==> src/sv/rmi_pkg.sv <==
// ----------------------------------------------------------------------------
// rmi_pkg: shared types and codes for the mask-to-index block
// Field widths, opcode and mask codes, channel payload structs, register map.
// ----------------------------------------------------------------------------
package rmi_pkg;

  localparam int MASK_DEPTH_DEF = 1024;

  localparam int TLEN_W = 31;   // target length, positions, counts
  localparam int OP_W   = 2;
  localparam int MV_W   = 2;

  // configuration port
  localparam int CFG_AW = 3;
  localparam int CFG_DW = 32;
  localparam logic [CFG_AW-3:0] REG_TARGET_LENGTH = '0;

  // opcodes
  localparam logic [OP_W-1:0] OP_CLEAR  = 2'd0;
  localparam logic [OP_W-1:0] OP_APPEND = 2'd1;
  localparam logic [OP_W-1:0] OP_STEP   = 2'd2;
  localparam logic [OP_W-1:0] OP_NOP    = 2'd3;

  // mask entry codes; anything else reads as missing
  localparam logic [MV_W-1:0] MV_FALSE = 2'd0;
  localparam logic [MV_W-1:0] MV_TRUE  = 2'd1;

  typedef struct packed {
    logic [OP_W-1:0] opcode;
    logic [MV_W-1:0] mask_value;
  } in_item_t;

  typedef struct packed {
    logic [TLEN_W-1:0] position;
    logic              selected;
    logic              is_missing;
    logic              final_position;
    logic              walk_done;
    logic [TLEN_W-1:0] emitted_count;
  } out_item_t;

endpackage

==> src/sv/rmi_chan_if.sv <==
// ----------------------------------------------------------------------------
// rmi_chan_if: valid/ready channel
// One transfer per clock edge with valid and ready both high.
// ----------------------------------------------------------------------------
interface rmi_chan_if #(
  parameter type T = logic
);
  logic valid;
  logic ready;
  T     data;

  modport source (output valid, output data, input ready);
  modport sink   (input valid, input data, output ready);
endinterface

==> src/sv/rmi_ram.sv <==
// ----------------------------------------------------------------------------
// rmi_ram: simple dual-port RAM
// One write port, one read port with registered read data and read enable.
// ----------------------------------------------------------------------------
module rmi_ram #(
  parameter int WIDTH = 2,
  parameter int DEPTH = 1024,
  parameter int AW    = (DEPTH > 1) ? $clog2(DEPTH) : 1
) (
  input  logic             clk,
  input  logic             we,
  input  logic [AW-1:0]    waddr,
  input  logic [WIDTH-1:0] wdata,
  input  logic             re,
  input  logic [AW-1:0]    raddr,
  output logic [WIDTH-1:0] rdata
);
  logic [WIDTH-1:0] mem [DEPTH];
  logic [WIDTH-1:0] rdata_r;

  always_ff @(posedge clk) begin
    if (we) begin
      mem[waddr] <= wdata;
    end
    if (re) begin
      rdata_r <= mem[raddr];
    end
  end

  assign rdata = rdata_r;
endmodule

==> src/sv/recycled_mask_to_index.sv <==
// ----------------------------------------------------------------------------
// recycled_mask_to_index: logical mask to index compaction with recycling
// Holds a mask store and walks target positions, one result per step item.
// ----------------------------------------------------------------------------
// Usage
//   in_chan  : items {opcode, mask_value}. Clear empties the mask and restarts
//              the walk, append stores one mask entry, step examines one
//              position, opcode 3 is a no-op. Only steps produce a result.
//   out_chan : one result per step: position, selected, is_missing,
//              final_position, walk_done and the running emitted_count.
//   APB port : target_length at byte address 0; write while the block is idle.
// Timing
//   One item per cycle sustained while the receiver takes results. A step's
//   result passes the mask store read, which registers at the transfer edge
//   along with the read stage, and then the result register, which loads as
//   the read stage moves on. The single RAM read port sets the one-per-cycle figure.
// Reset (rst_n low, synchronous)
//   Empties the mask and the walk, clears target_length and drops all
//   in-flight items. The mask RAM itself is not cleared: entries are only used
//   below the fill count, so no clearing pass is needed.
// Stall
//   A held result stays on out_chan; one more step is absorbed in the read
//   stage (clears and appends flow through it), then in_chan.ready drops
//   until the receiver takes the result.
// ----------------------------------------------------------------------------
module recycled_mask_to_index #(
  parameter int MASK_DEPTH = rmi_pkg::MASK_DEPTH_DEF
) (
  input  logic                       clk,
  input  logic                       rst_n,
  rmi_chan_if.sink                   in_chan,
  rmi_chan_if.source                 out_chan,
  input  logic                       psel,
  input  logic                       penable,
  input  logic                       pwrite,
  input  logic [rmi_pkg::CFG_AW-1:0] paddr,
  input  logic [rmi_pkg::CFG_DW-1:0] pwdata,
  output logic [rmi_pkg::CFG_DW-1:0] prdata,
  output logic                       pready
);
  import rmi_pkg::*;

  localparam int CNT_W = $clog2(MASK_DEPTH + 1);
  localparam int AW    = (MASK_DEPTH > 1) ? $clog2(MASK_DEPTH) : 1;
  localparam logic [CNT_W-1:0] DEPTH_C = CNT_W'(MASK_DEPTH);

  // read-stage record, one per accepted item
  typedef struct packed {
    logic              is_step;
    logic              is_clear;
    logic              done;      // step came after the walk ended
    logic              beyond;    // position past the target: forced missing
    logic              fin;
    logic [TLEN_W-1:0] position;
  } rd_stage_t;

  // ---------------- configuration ----------------
  logic              reg_sel;
  logic              cfg_wr;
  logic [TLEN_W-1:0] target_len_r;

  assign reg_sel = (paddr[CFG_AW-1:2] == REG_TARGET_LENGTH);
  assign cfg_wr  = psel && penable && pwrite;
  assign pready  = 1'b1;
  assign prdata  = reg_sel ? CFG_DW'(target_len_r) : '0;

  always_ff @(posedge clk) begin
    if (!rst_n) begin
      target_len_r <= '0;
    end else if (cfg_wr && reg_sel) begin
      target_len_r <= pwdata[TLEN_W-1:0];
    end
  end

  // ---------------- accept stage: walk bookkeeping ----------------
  logic [CNT_W-1:0]  mask_count_r, mask_count_nxt;
  logic [AW-1:0]     mask_ptr_r, mask_ptr_nxt;
  logic [TLEN_W-1:0] walk_pos_r, walk_pos_nxt;

  in_item_t          in_d;
  logic              accept;
  logic [TLEN_W-1:0] count_ext;
  logic [TLEN_W-1:0] walk_len;
  logic              done;
  logic              beyond;
  logic [AW-1:0]     ptr_eff;
  logic [AW-1:0]     ptr_base;
  logic [CNT_W-1:0]  ptr_inc;
  logic [AW-1:0]     ptr_wrap;
  logic [TLEN_W-1:0] pos_inc;
  logic              full;
  logic              ram_we;
  logic              ram_re;
  logic [MV_W-1:0]   ram_rdata;

  rd_stage_t         s1_r, s1_nxt;
  logic              s1_valid_r;
  logic              s1_go;
  logic              out_free;
  logic              out_valid_r;
  out_item_t         out_data_r;

  assign in_d   = in_chan.data;
  assign accept = in_chan.valid && in_chan.ready;

  // walk covers max(target, mask) positions; an empty mask gives no walk
  assign count_ext = TLEN_W'(mask_count_r);
  assign walk_len  = (mask_count_r == '0) ? '0 :
                     ((target_len_r >= count_ext) ? target_len_r : count_ext);
  assign done      = (walk_pos_r >= walk_len);
  assign beyond    = (walk_pos_r >= target_len_r);

  // wrapping pointer: a stale pointer restarts at zero before the read,
  // but past the target the raw pointer is advanced
  assign ptr_eff  = (CNT_W'(mask_ptr_r) >= mask_count_r) ? '0 : mask_ptr_r;
  assign ptr_base = beyond ? mask_ptr_r : ptr_eff;
  assign ptr_inc  = CNT_W'(ptr_base) + CNT_W'(1);
  assign ptr_wrap = (ptr_inc >= mask_count_r) ? '0 : ptr_inc[AW-1:0];
  assign pos_inc  = walk_pos_r + TLEN_W'(1);

  assign full   = (mask_count_r >= DEPTH_C);
  assign ram_we = accept && (in_d.opcode == OP_APPEND) && !full;
  assign ram_re = accept && (in_d.opcode == OP_STEP);

  always_comb begin
    mask_count_nxt = mask_count_r;
    mask_ptr_nxt   = mask_ptr_r;
    walk_pos_nxt   = walk_pos_r;
    s1_nxt         = '0;
    case (in_d.opcode)
      OP_CLEAR: begin
        mask_count_nxt  = '0;
        mask_ptr_nxt    = '0;
        walk_pos_nxt    = '0;
        s1_nxt.is_clear = 1'b1;
      end
      OP_APPEND: begin
        if (!full) begin
          mask_count_nxt = mask_count_r + CNT_W'(1);
        end
      end
      OP_STEP: begin
        s1_nxt.is_step = 1'b1;
        s1_nxt.done    = done;
        if (!done) begin
          s1_nxt.beyond   = beyond;
          s1_nxt.fin      = (pos_inc == walk_len);
          s1_nxt.position = walk_pos_r;
          mask_ptr_nxt    = ptr_wrap;
          walk_pos_nxt    = pos_inc;
        end
      end
      default: begin
      end
    endcase
  end

  always_ff @(posedge clk) begin
    if (!rst_n) begin
      mask_count_r <= '0;
      mask_ptr_r   <= '0;
      walk_pos_r   <= '0;
    end else if (accept) begin
      mask_count_r <= mask_count_nxt;
      mask_ptr_r   <= mask_ptr_nxt;
      walk_pos_r   <= walk_pos_nxt;
    end
  end

  rmi_ram #(
    .WIDTH (MV_W),
    .DEPTH (MASK_DEPTH),
    .AW    (AW)
  ) u_mask_ram (
    .clk   (clk),
    .we    (ram_we),
    .waddr (mask_count_r[AW-1:0]),
    .wdata (in_d.mask_value),
    .re    (ram_re),
    .raddr (ptr_eff),
    .rdata (ram_rdata)
  );

  // ---------------- read stage ----------------
  // Non-step items pass freely; a step waits for a free result register.
  // RAM read data holds while a step sits here, since no new read is issued.
  assign out_free      = !out_valid_r || out_chan.ready;
  assign s1_go         = s1_valid_r && (!s1_r.is_step || out_free);
  assign in_chan.ready = !s1_valid_r || s1_go;

  always_ff @(posedge clk) begin
    if (!rst_n) begin
      s1_valid_r <= 1'b0;
    end else if (accept) begin
      s1_valid_r <= 1'b1;
    end else if (s1_go) begin
      s1_valid_r <= 1'b0;
    end
  end

  always_ff @(posedge clk) begin
    if (accept) begin
      s1_r <= s1_nxt;
    end
  end

  logic              sel;
  logic              miss;
  logic [TLEN_W-1:0] emitted_r, emitted_nxt;
  out_item_t         out_nxt;

  always_comb begin
    sel  = 1'b0;
    miss = 1'b0;
    if (!s1_r.done) begin
      if (s1_r.beyond) begin
        sel  = 1'b1;
        miss = 1'b1;
      end else if (ram_rdata == MV_TRUE) begin
        sel = 1'b1;
      end else if (ram_rdata != MV_FALSE) begin
        sel  = 1'b1;
        miss = 1'b1;
      end
    end
  end

  always_comb begin
    emitted_nxt = emitted_r;
    if (s1_r.is_clear) begin
      emitted_nxt = '0;
    end else if (s1_r.is_step && sel) begin
      emitted_nxt = emitted_r + TLEN_W'(1);
    end
  end

  always_ff @(posedge clk) begin
    if (!rst_n) begin
      emitted_r <= '0;
    end else if (s1_go) begin
      emitted_r <= emitted_nxt;
    end
  end

  // ---------------- result register ----------------
  always_comb begin
    out_nxt.position       = s1_r.position;
    out_nxt.selected       = sel;
    out_nxt.is_missing     = miss;
    out_nxt.final_position = s1_r.fin;
    out_nxt.walk_done      = s1_r.done;
    out_nxt.emitted_count  = emitted_nxt;
  end

  always_ff @(posedge clk) begin
    if (!rst_n) begin
      out_valid_r <= 1'b0;
    end else if (s1_go && s1_r.is_step) begin
      out_valid_r <= 1'b1;
    end else if (out_chan.ready) begin
      out_valid_r <= 1'b0;
    end
  end

  always_ff @(posedge clk) begin
    if (s1_go && s1_r.is_step) begin
      out_data_r <= out_nxt;
    end
  end

  assign out_chan.valid = out_valid_r;
  assign out_chan.data  = out_data_r;

endmodule

==> src/flat_wrapper.sv <==
// flat-port wrapper written by rule: the top's interface ports become plain ports
module recycled_mask_to_index_flat import rmi_pkg::*;
#(
  parameter int MASK_DEPTH = rmi_pkg::MASK_DEPTH_DEF
)
  (clk, rst_n, psel, penable, pwrite, paddr, pwdata, prdata, pready, in_chan_valid, in_chan_data, in_chan_ready, out_chan_valid, out_chan_data, out_chan_ready);
  rmi_chan_if #(.T(in_item_t)) in_chan_i ();
  rmi_chan_if #(.T(out_item_t)) out_chan_i ();
  input  logic clk;
  input  logic rst_n;
  input  logic psel;
  input  logic penable;
  input  logic pwrite;
  input  logic [rmi_pkg::CFG_AW-1:0] paddr;
  input  logic [rmi_pkg::CFG_DW-1:0] pwdata;
  output logic [rmi_pkg::CFG_DW-1:0] prdata;
  output logic pready;
  input wire logic [$bits(in_chan_i.valid)-1:0] in_chan_valid;
  input wire logic [$bits(in_chan_i.data)-1:0] in_chan_data;
  output wire logic [$bits(in_chan_i.ready)-1:0] in_chan_ready;
  output wire logic [$bits(out_chan_i.valid)-1:0] out_chan_valid;
  output wire logic [$bits(out_chan_i.data)-1:0] out_chan_data;
  input wire logic [$bits(out_chan_i.ready)-1:0] out_chan_ready;
  assign in_chan_i.valid = in_chan_valid;
  assign in_chan_i.data = in_chan_data;
  assign in_chan_ready = in_chan_i.ready;
  assign out_chan_valid = out_chan_i.valid;
  assign out_chan_data = out_chan_i.data;
  assign out_chan_i.ready = out_chan_ready;
  recycled_mask_to_index #(.MASK_DEPTH(MASK_DEPTH)) u_core (.clk(clk), .rst_n(rst_n), .in_chan(in_chan_i), .out_chan(out_chan_i), .psel(psel), .penable(penable), .pwrite(pwrite), .paddr(paddr), .pwdata(pwdata), .prdata(prdata), .pready(pready));
endmodule
==> config.mk <==
export PLATFORM = sky130hd
export DESIGN_NAME = recycled_mask_to_index_flat
export DESIGN_NICKNAME = d
export VERILOG_FILES = /design/src/sv/rmi_pkg.sv /design/src/sv/rmi_chan_if.sv /design/src/sv/rmi_ram.sv /design/src/sv/recycled_mask_to_index.sv /design/src/flat_wrapper.sv
export SDC_FILE = /design/constraint.sdc
export NUM_CORES = 2
export LEC_CHECK = 0
export BUFFER_PORTS_ARGS = -buffer_cell sky130_fd_sc_hd__buf_2
export CORE_AREA = 2 2 331 660
export DETAILED_ROUTE_END_ITERATION = 7
export DIE_AREA = 0 0 333 662
export PLACE_DENSITY_LB_ADDON = 0.05
export SLEW_MARGIN = 20
export SYNTH_ARGS = -nofsm -noshare
export SYNTH_HDL_FRONTEND = slang
export SYNTH_HIERARCHICAL = 1
export SYNTH_SLANG_ARGS = --single-unit
==> constraint.sdc <==
create_clock -name clk -period 13.6 [get_ports clk]
set_clock_uncertainty 0.2 [all_clocks]
set_input_delay 1.36 -clock clk [delete_from_list [all_inputs] [get_ports clk]]
set_output_delay 1.36 -clock clk [all_outputs]
set_load 0.05 [all_outputs]
* Yosys cells after proc, flatten, opt, wreduce, memory -nomap -nowiden
Memories as Yosys holds them, arrays and structs flattened. A register that Yosys moved wholly into a read port is not among the register bits.
Cells that the tools add are included.
** Word-level totals
- Register bits after elaboration :: 218
- Latch bits :: 0
- Bits in writable memories :: 2048
- Memory bits (read-only) :: 0
- Bits of input ports :: 46
- Output and inout port bits :: 101
- Logic and storage cells :: 93
- Memories :: 1
** Memory list
- u_core.u_mask_ram.mem :: words 1024, bits a word 2, rd ports 1, clocked after memory_dff 1, wr ports 1, RTL line rmi_ram.sv:18 : logic [WIDTH-1:0] mem [DEPTH];
** Operators by class
- $add $sub $neg :: 4
- Multiply operators :: 0
- Div/mod/pow operators :: 0
- $lt $le $gt $ge :: 6
- Equal/unequal tests :: 6
- Shift-type cells :: 0
- Multiplexer cells :: 28
- Bitwise logic cells :: 2
- Reductions and logical operators :: 27
** Operators with widths (number)
- 2-to-1 mux 31 bit :: 6
- adder 31 x 1 -> 31 bit (second input constant) :: 2
- >= comparator 31 bit :: 2
- case mux 31 bit (2 select lines) :: 1
- 2-to-1 mux 10 bit :: 4
- == test 31 bit :: 1
- >= comparator 31 x 11 -> 1 bit :: 1
- case mux 11 bit (2 select lines) :: 1
- case mux 10 bit (2 select lines) :: 1
- 2-to-1 mux 1 bit :: 14
- adder 10 x 1 -> 11 bit (second input constant) :: 1
- adder 11 x 1 -> 11 bit (second input constant) :: 1
- >= comparator 10 x 11 -> 1 bit :: 1
- >= comparator 11 bit :: 1
- >= comparator 11 bit (second input constant) :: 1
- logical NOT 11 bit :: 1
- 2-to-1 mux 11 bit :: 1
- logical AND 1 bit :: 10
- nonzero test 2 bit :: 5
- AND reduction 3 bit :: 2
- == test 2 x 1 -> 1 bit (second input constant) :: 2
- logical NOT 1 bit :: 4
- inequality test 2 bit (second input constant) :: 2
- logical OR 1 bit :: 3
- other kinds (4) :: 5

* Longest topological paths before layout
- Word-level depth :: 10
- Depth in mapped cells :: 25

* Modules after synthesis
Netlist, hierarchy kept.
** By module, submodules not included
- rmi_ram :: times used 1, cells each 4793, area each 83777.8 um^2
- recycled_mask_to_index :: times used 1, cells each 1407, area each 12629.6 um^2

* Worst setup path before layout
OpenSTA, ideal clock, no wires.
- Path type :: register to register
- Start point :: reg u_core.target_len_r[12]
- End point :: reg u_core.mask_ptr_r[7]
- Data arrival time :: 4641 ps
- Slack :: 8645 ps
- Stages on the path, launching flop included :: 25
- Cells stage by stage :: dfxtp_1 -> inv_1 -> ha_1 -> a21o_1 -> a21o_1 -> a221o_1 -> a221o_1 -> a211oi_1 -> o21ai_0 -> nor2_1 -> clkbuf_1 -> nor2b_1 -> ha_1 -> nand3_1 -> nor2_1 -> xnor2_1 -> nor2_1 -> ha_1 -> o21ai_0 -> nand2b_1 -> a41oi_1 -> or3_1 -> o2111ai_1 -> o22ai_1 -> a21o_1
** On the way
- Cells in the longest elaborated chain, start to end :: 7
- Elaborated cells on any way between the ends :: 13
** RTL lines
- from (decl) :: RTL line recycled_mask_to_index.sv:60 : logic [TLEN_W-1:0] target_len_r;
- from (signal assigned) :: RTL line recycled_mask_to_index.sv:71 : target_len_r <= pwdata[TLEN_W-1:0];
- >= comparator 31 bit :: RTL line recycled_mask_to_index.sv:111 : assign beyond = (walk_pos_r >= target_len_r);
- 2-to-1 mux 10 bit :: RTL line recycled_mask_to_index.sv:116 : assign ptr_base = beyond ? mask_ptr_r : ptr_eff;
- adder 10 x 1 -> 11 bit :: RTL line recycled_mask_to_index.sv:117 : assign ptr_inc = CNT_W'(ptr_base) + CNT_W'(1);
- >= comparator 11 bit :: RTL line recycled_mask_to_index.sv:118 : assign ptr_wrap = (ptr_inc >= mask_count_r) ? '0 : ptr_inc[AW-1:0];
- 2-to-1 mux 10 bit :: RTL line recycled_mask_to_index.sv:118
- 2-to-1 mux 10 bit :: RTL line recycled_mask_to_index.sv:145 : if (!done) begin
- case mux 10 bit (2 select lines) :: RTL line recycled_mask_to_index.sv:130 : case (in_d.opcode)
- to (signal assigned) :: RTL line recycled_mask_to_index.sv:165 : mask_ptr_r <= mask_ptr_nxt;
- to (decl) :: RTL line recycled_mask_to_index.sv:77 : logic [AW-1:0] mask_ptr_r, mask_ptr_nxt;
Several ways; a longest one is shown, not always the timed one. The select of a mux whose other input is x is not followed.
A chain may end at the register's enable or synchronous reset.

* Worst setup path in the final report
- Start point :: reg u_core.mask_count_r[3]
- End point :: reg u_core.u_mask_ram.rdata_r[0] (netlist: u_core/u_mask_ram/rdata[0]) (read register of u_core.u_mask_ram.mem) (data pin)
** On the way
- Cells in the longest elaborated chain, start to end :: 2
** RTL lines
- from (decl) :: RTL line recycled_mask_to_index.sv:76 : logic [CNT_W-1:0] mask_count_r, mask_count_nxt;
- from (signal assigned) :: RTL line recycled_mask_to_index.sv:164 : mask_count_r <= mask_count_nxt;
- >= comparator 10 x 11 -> 1 bit :: RTL line recycled_mask_to_index.sv:115 : assign ptr_eff = (CNT_W'(mask_ptr_r) >= mask_count_r) ? '0 : mask_ptr_r;
- 2-to-1 mux 10 bit :: RTL line recycled_mask_to_index.sv:115
- named net u_core.ptr_eff[2] :: RTL line recycled_mask_to_index.sv:86 : logic [AW-1:0] ptr_eff;
- to (decl) :: RTL line rmi_ram.sv:19 : logic [WIDTH-1:0] rdata_r;
The timed path passes the listed nets, and every way through them passes these cells.

==> flow_metrics.env <==
export IMPL_final_util_pct=49.42
export IMPL_vdd_drop_max_mv=0.1053
export IMPL_syn2layout_area_growth_pct=10.36
export IMPL_rows=241
export IMPL_clk_pin_slew_ps=80
export IMPL_start_util_pct=44.78
export IMPL_clk_latency_ps=900
export IMPL_yosys_warnings=6
export IMPL_grt_setup_unrepaired="false"
export IMPL_fp_coreArea_mm2=0.2153
export IMPL_drt_pass1_iterations=8
export IMPL_yosysUniqueCellTypes=92
export IMPL_dieArea_mm2=0.2204
export IMPL_mostFrequentLayoutCells="edfxtp_1, nor2_1, mux4_2"
export IMPL_period_share_pct=58.53
export IMPL_layout_commonest_cell="edfxtp_1"
export IMPL_cts_resized=0
export IMPL_clock_path_buffers=4
export IMPL_die_h_um=662
export IMPL_cts_htree_levels=4
export IMPL_ys_seq_area_share_pct=69.44
export IMPL_drive_above_1_share_pct=17.53
export IMPL_required_ps=14070
export IMPL_design_area_mm2=0.1064
export IMPL_synth_ff_type="edfxtp_1"
export IMPL_p_leak_nw=32.05
export IMPL_syn_area_per_cell_um2=15.55
export IMPL_drtIter0Drc=4975
export IMPL_nNetsFinal=6391
export IMPL_hold_viol=0
export IMPL_fmax_ghz=0.1256
export IMPL_routabilityCongestion=0.9022
export IMPL_max_slew_margin_pct=22.72
export IMPL_clock_sinks=2268
export IMPL_fin_crit_ps=7960
export IMPL_fp_dieW_um=333
export IMPL_via_per_inst=6.050
export IMPL_antenna_left=0
export IMPL_setup_viol=0
export IMPL_slew_viol_final=0
export IMPL_arrival_ps=8430
export IMPL_io_buffers=141
export IMPL_cellPowerDensity_mw_per_mm2=126.5
export IMPL_maxCapViolations=0
export IMPL_tightest_slew_ps=1159
export IMPL_synth_cells=6200
export IMPL_postCtsSetupRepairBufs=0
export IMPL_async_reset_ff_share_pct=0
export IMPL_syn_num_nets=6345
export IMPL_antenna_found_initial=3
export IMPL_synth_seq_cells=2268
export IMPL_status="completed"
export IMPL_hp_class="flop to flop"
export IMPL_postCtsHoldBufs=0
export IMPL_synth_edf_count=2152
export IMPL_via_count=55620
export IMPL_dpl_cell_area_mm2=0.1001
export IMPL_gr_total_overflow=0
export IMPL_grt_total_usage_pct=26.37
export IMPL_grt_pass1_wl_um=413600
export IMPL_cts_root_buf="clkbuf_16"
export IMPL_drc=0
export IMPL_fin_tns_setup_ps=0
export IMPL_wl_um=293400
export IMPL_grt_max_degree=245
export IMPL_cts_tree="done"
export IMPL_worstSetupStartpointType="flop"
export IMPL_endpoint_kind="flop"
export IMPL_dp_slack_ps=5615
export IMPL_io_pins=147
export IMPL_wire_per_inst_um=31.91
export IMPL_hpwl_um=173400
export IMPL_cts_buffers_inserted=206
export IMPL_setup_slack_ps=5640
export IMPL_grt_pass1_vias=58270
export IMPL_synth_area_mm2=0.09641
export IMPL_cp_max_fo=39
export IMPL_path_class="flop to flop"
==> per-stage QoR <==
stage	power, mW	hold WS, ps	instances
CTS	13.57	214.6	9189
detailed placement	8.019	204.5	8831
finish	13.46	214.1	9193
global placement	8.015	203.4	8831
global route	13.81	218.7	9191
floorplan	7.867	200.3	6200
==> worst max-delay path: stages (launching register included) <==
cell and delay, ps:
dfxtp_1 870, inv_1 280, ha_1 280, a21oi_1 130, nor2b_1 50, o21ai_0 140, o211ai_1 120, o211ai_1 110
a211o_1 410, and2_4 860, buf_4 600, nand2_4 550, buf_4 510, o221ai_1 280, o22ai_1 130, o21ai_0 480
o21ai_0 430, nor4_1 830, o22ai_1 150, nand4_1 230
==> layout make-up <==
class | instances | area [µm²]
tap | 2794 | 3496
timing repair buffer | 298 | 2087
fill | 18430 | 108900
sequential | 2268 | 66940
antenna | 3 | 7.507
multi-input combinational | 3400 | 27380
clock buffer | 258 | 5435
clock inverter | 100 | 769.5
inverter | 72 | 276.5
==> power by group <==
group	leakage [nW]	internal, mW	switching [mW]
Combinational	8.61	0.0339	0.186
Sequential	20.4	7.64	0.00573
Clock	3.04	3.04	2.55
==> state kept, by name (all words and copies together), names as in the netlist <==
signal / cells
u_core/u_mask_ram/mem: 2048
u_core/emitted_r: 31
u_core/walk_pos_r: 31
u_core/out_chan.data: 66
u_core/out_nxt: 33
u_core/mask_ptr_r: 10
u_core/out_chan.valid: 1
u_core/s1_r: 3
u_core/s1_valid_r: 1
u_core/target_len_r: 31
u_core/mask_count_r: 11
u_core/u_mask_ram/rdata: 2
==> synthesized netlist by cell type (12+ instances only) <==
| library cell | n | share of area, % |
|---|---|---|
| o21ai_0 | 81 | 0.42 |
| or3_1 | 16 | 0.10 |
| dfxtp_1 | 116 | 2.4 |
| o221ai_1 | 83 | 0.75 |
| nand4_1 | 44 | 0.29 |
| clkbuf_1 | 292 | 1.1 |
| a221oi_1 | 14 | 0.13 |
| inv_1 | 69 | 0.27 |
| nand3_1 | 68 | 0.35 |
| nor2_1 | 1207 | 4.7 |
| mux4_2 | 449 | 10 |
| a21oi_1 | 189 | 0.98 |
| mux2i_1 | 217 | 2.3 |
| a211oi_1 | 23 | 0.18 |
| nor3_1 | 63 | 0.33 |
| nand3b_1 | 15 | 0.12 |
| and2_1 | 21 | 0.14 |
| buf_4 | 31 | 0.24 |
| ha_1 | 99 | 1.3 |
| buf_6 | 33 | 0.39 |
| nand2b_1 | 14 | 0.091 |
| edfxtp_1 | 2152 | 67 |
| nor2b_1 | 21 | 0.14 |
| buf_1 | 58 | 0.23 |
| buf_8 | 14 | 0.22 |
| and3_1 | 60 | 0.39 |
| a31oi_1 | 18 | 0.12 |
| xor2_1 | 26 | 0.24 |
| nand2_1 | 288 | 1.1 |
| nor3b_1 | 13 | 0.10 |
| a22o_1 | 13 | 0.12 |
| o21a_1 | 12 | 0.093 |
| xnor2_1 | 56 | 0.51 |
| o22ai_1 | 48 | 0.31 |
| a22oi_1 | 48 | 0.37 |
| nor4_1 | 25 | 0.16 |
| buf_2 | 29 | 0.15 |
| a21o_1 | 31 | 0.24 |
==> routing by layer <==
| metal | GRT usage [%] | vias up | part of all wire, % |
|---|---|---|---|
| met4 | 13.30 | 0 | 5.5 |
| met2 | 49.19 | 1725 | 54 |
| met1 | 29.73 | 29360 | 36 |
| met5 | 0 | - | 0 |
| li1 | - | 23950 | - |
| met3 | 2.785 | 582 | 4.4 |
==> worst paths after layout <==
path | from | end | slack [ps] | cells after the start
worst max-delay path | u_core/mask_count_r[3] | u_core/u_mask_ram/rdata[0] | 5640 | 19
worst min-delay path | u_core/out_nxt[57] | u_core/out_chan.data[57] | 210 | 0
worst max register to register | u_core/mask_count_r[3] | u_core/u_mask_ram/rdata[0] | 5640 | 19
worst min register to register | u_core/out_nxt[57] | u_core/out_chan.data[57] | 210 | 0
==> logic make-up (layout without fill, tap and decap cells) <==
group / after synthesis / after routing / share of synthesized area, %
other: 2 / 5 / 0.007790
AO/OA/AOI/OAI: 629 / 629 / 4.337
XOR/XNOR: 86 / 86 / 0.8410
adder cells (fa/ha/maj): 99 / 99 / 1.285
AND/OR/NAND/NOR: 1908 / 1908 / 8.546
buffers and inverters: 532 / 728 / 2.685
flip-flops: 2268 / 2268 / 69.44
multiplexers: 676 / 676 / 12.86
No activity file was read; power rests on OpenSTA's default activity.
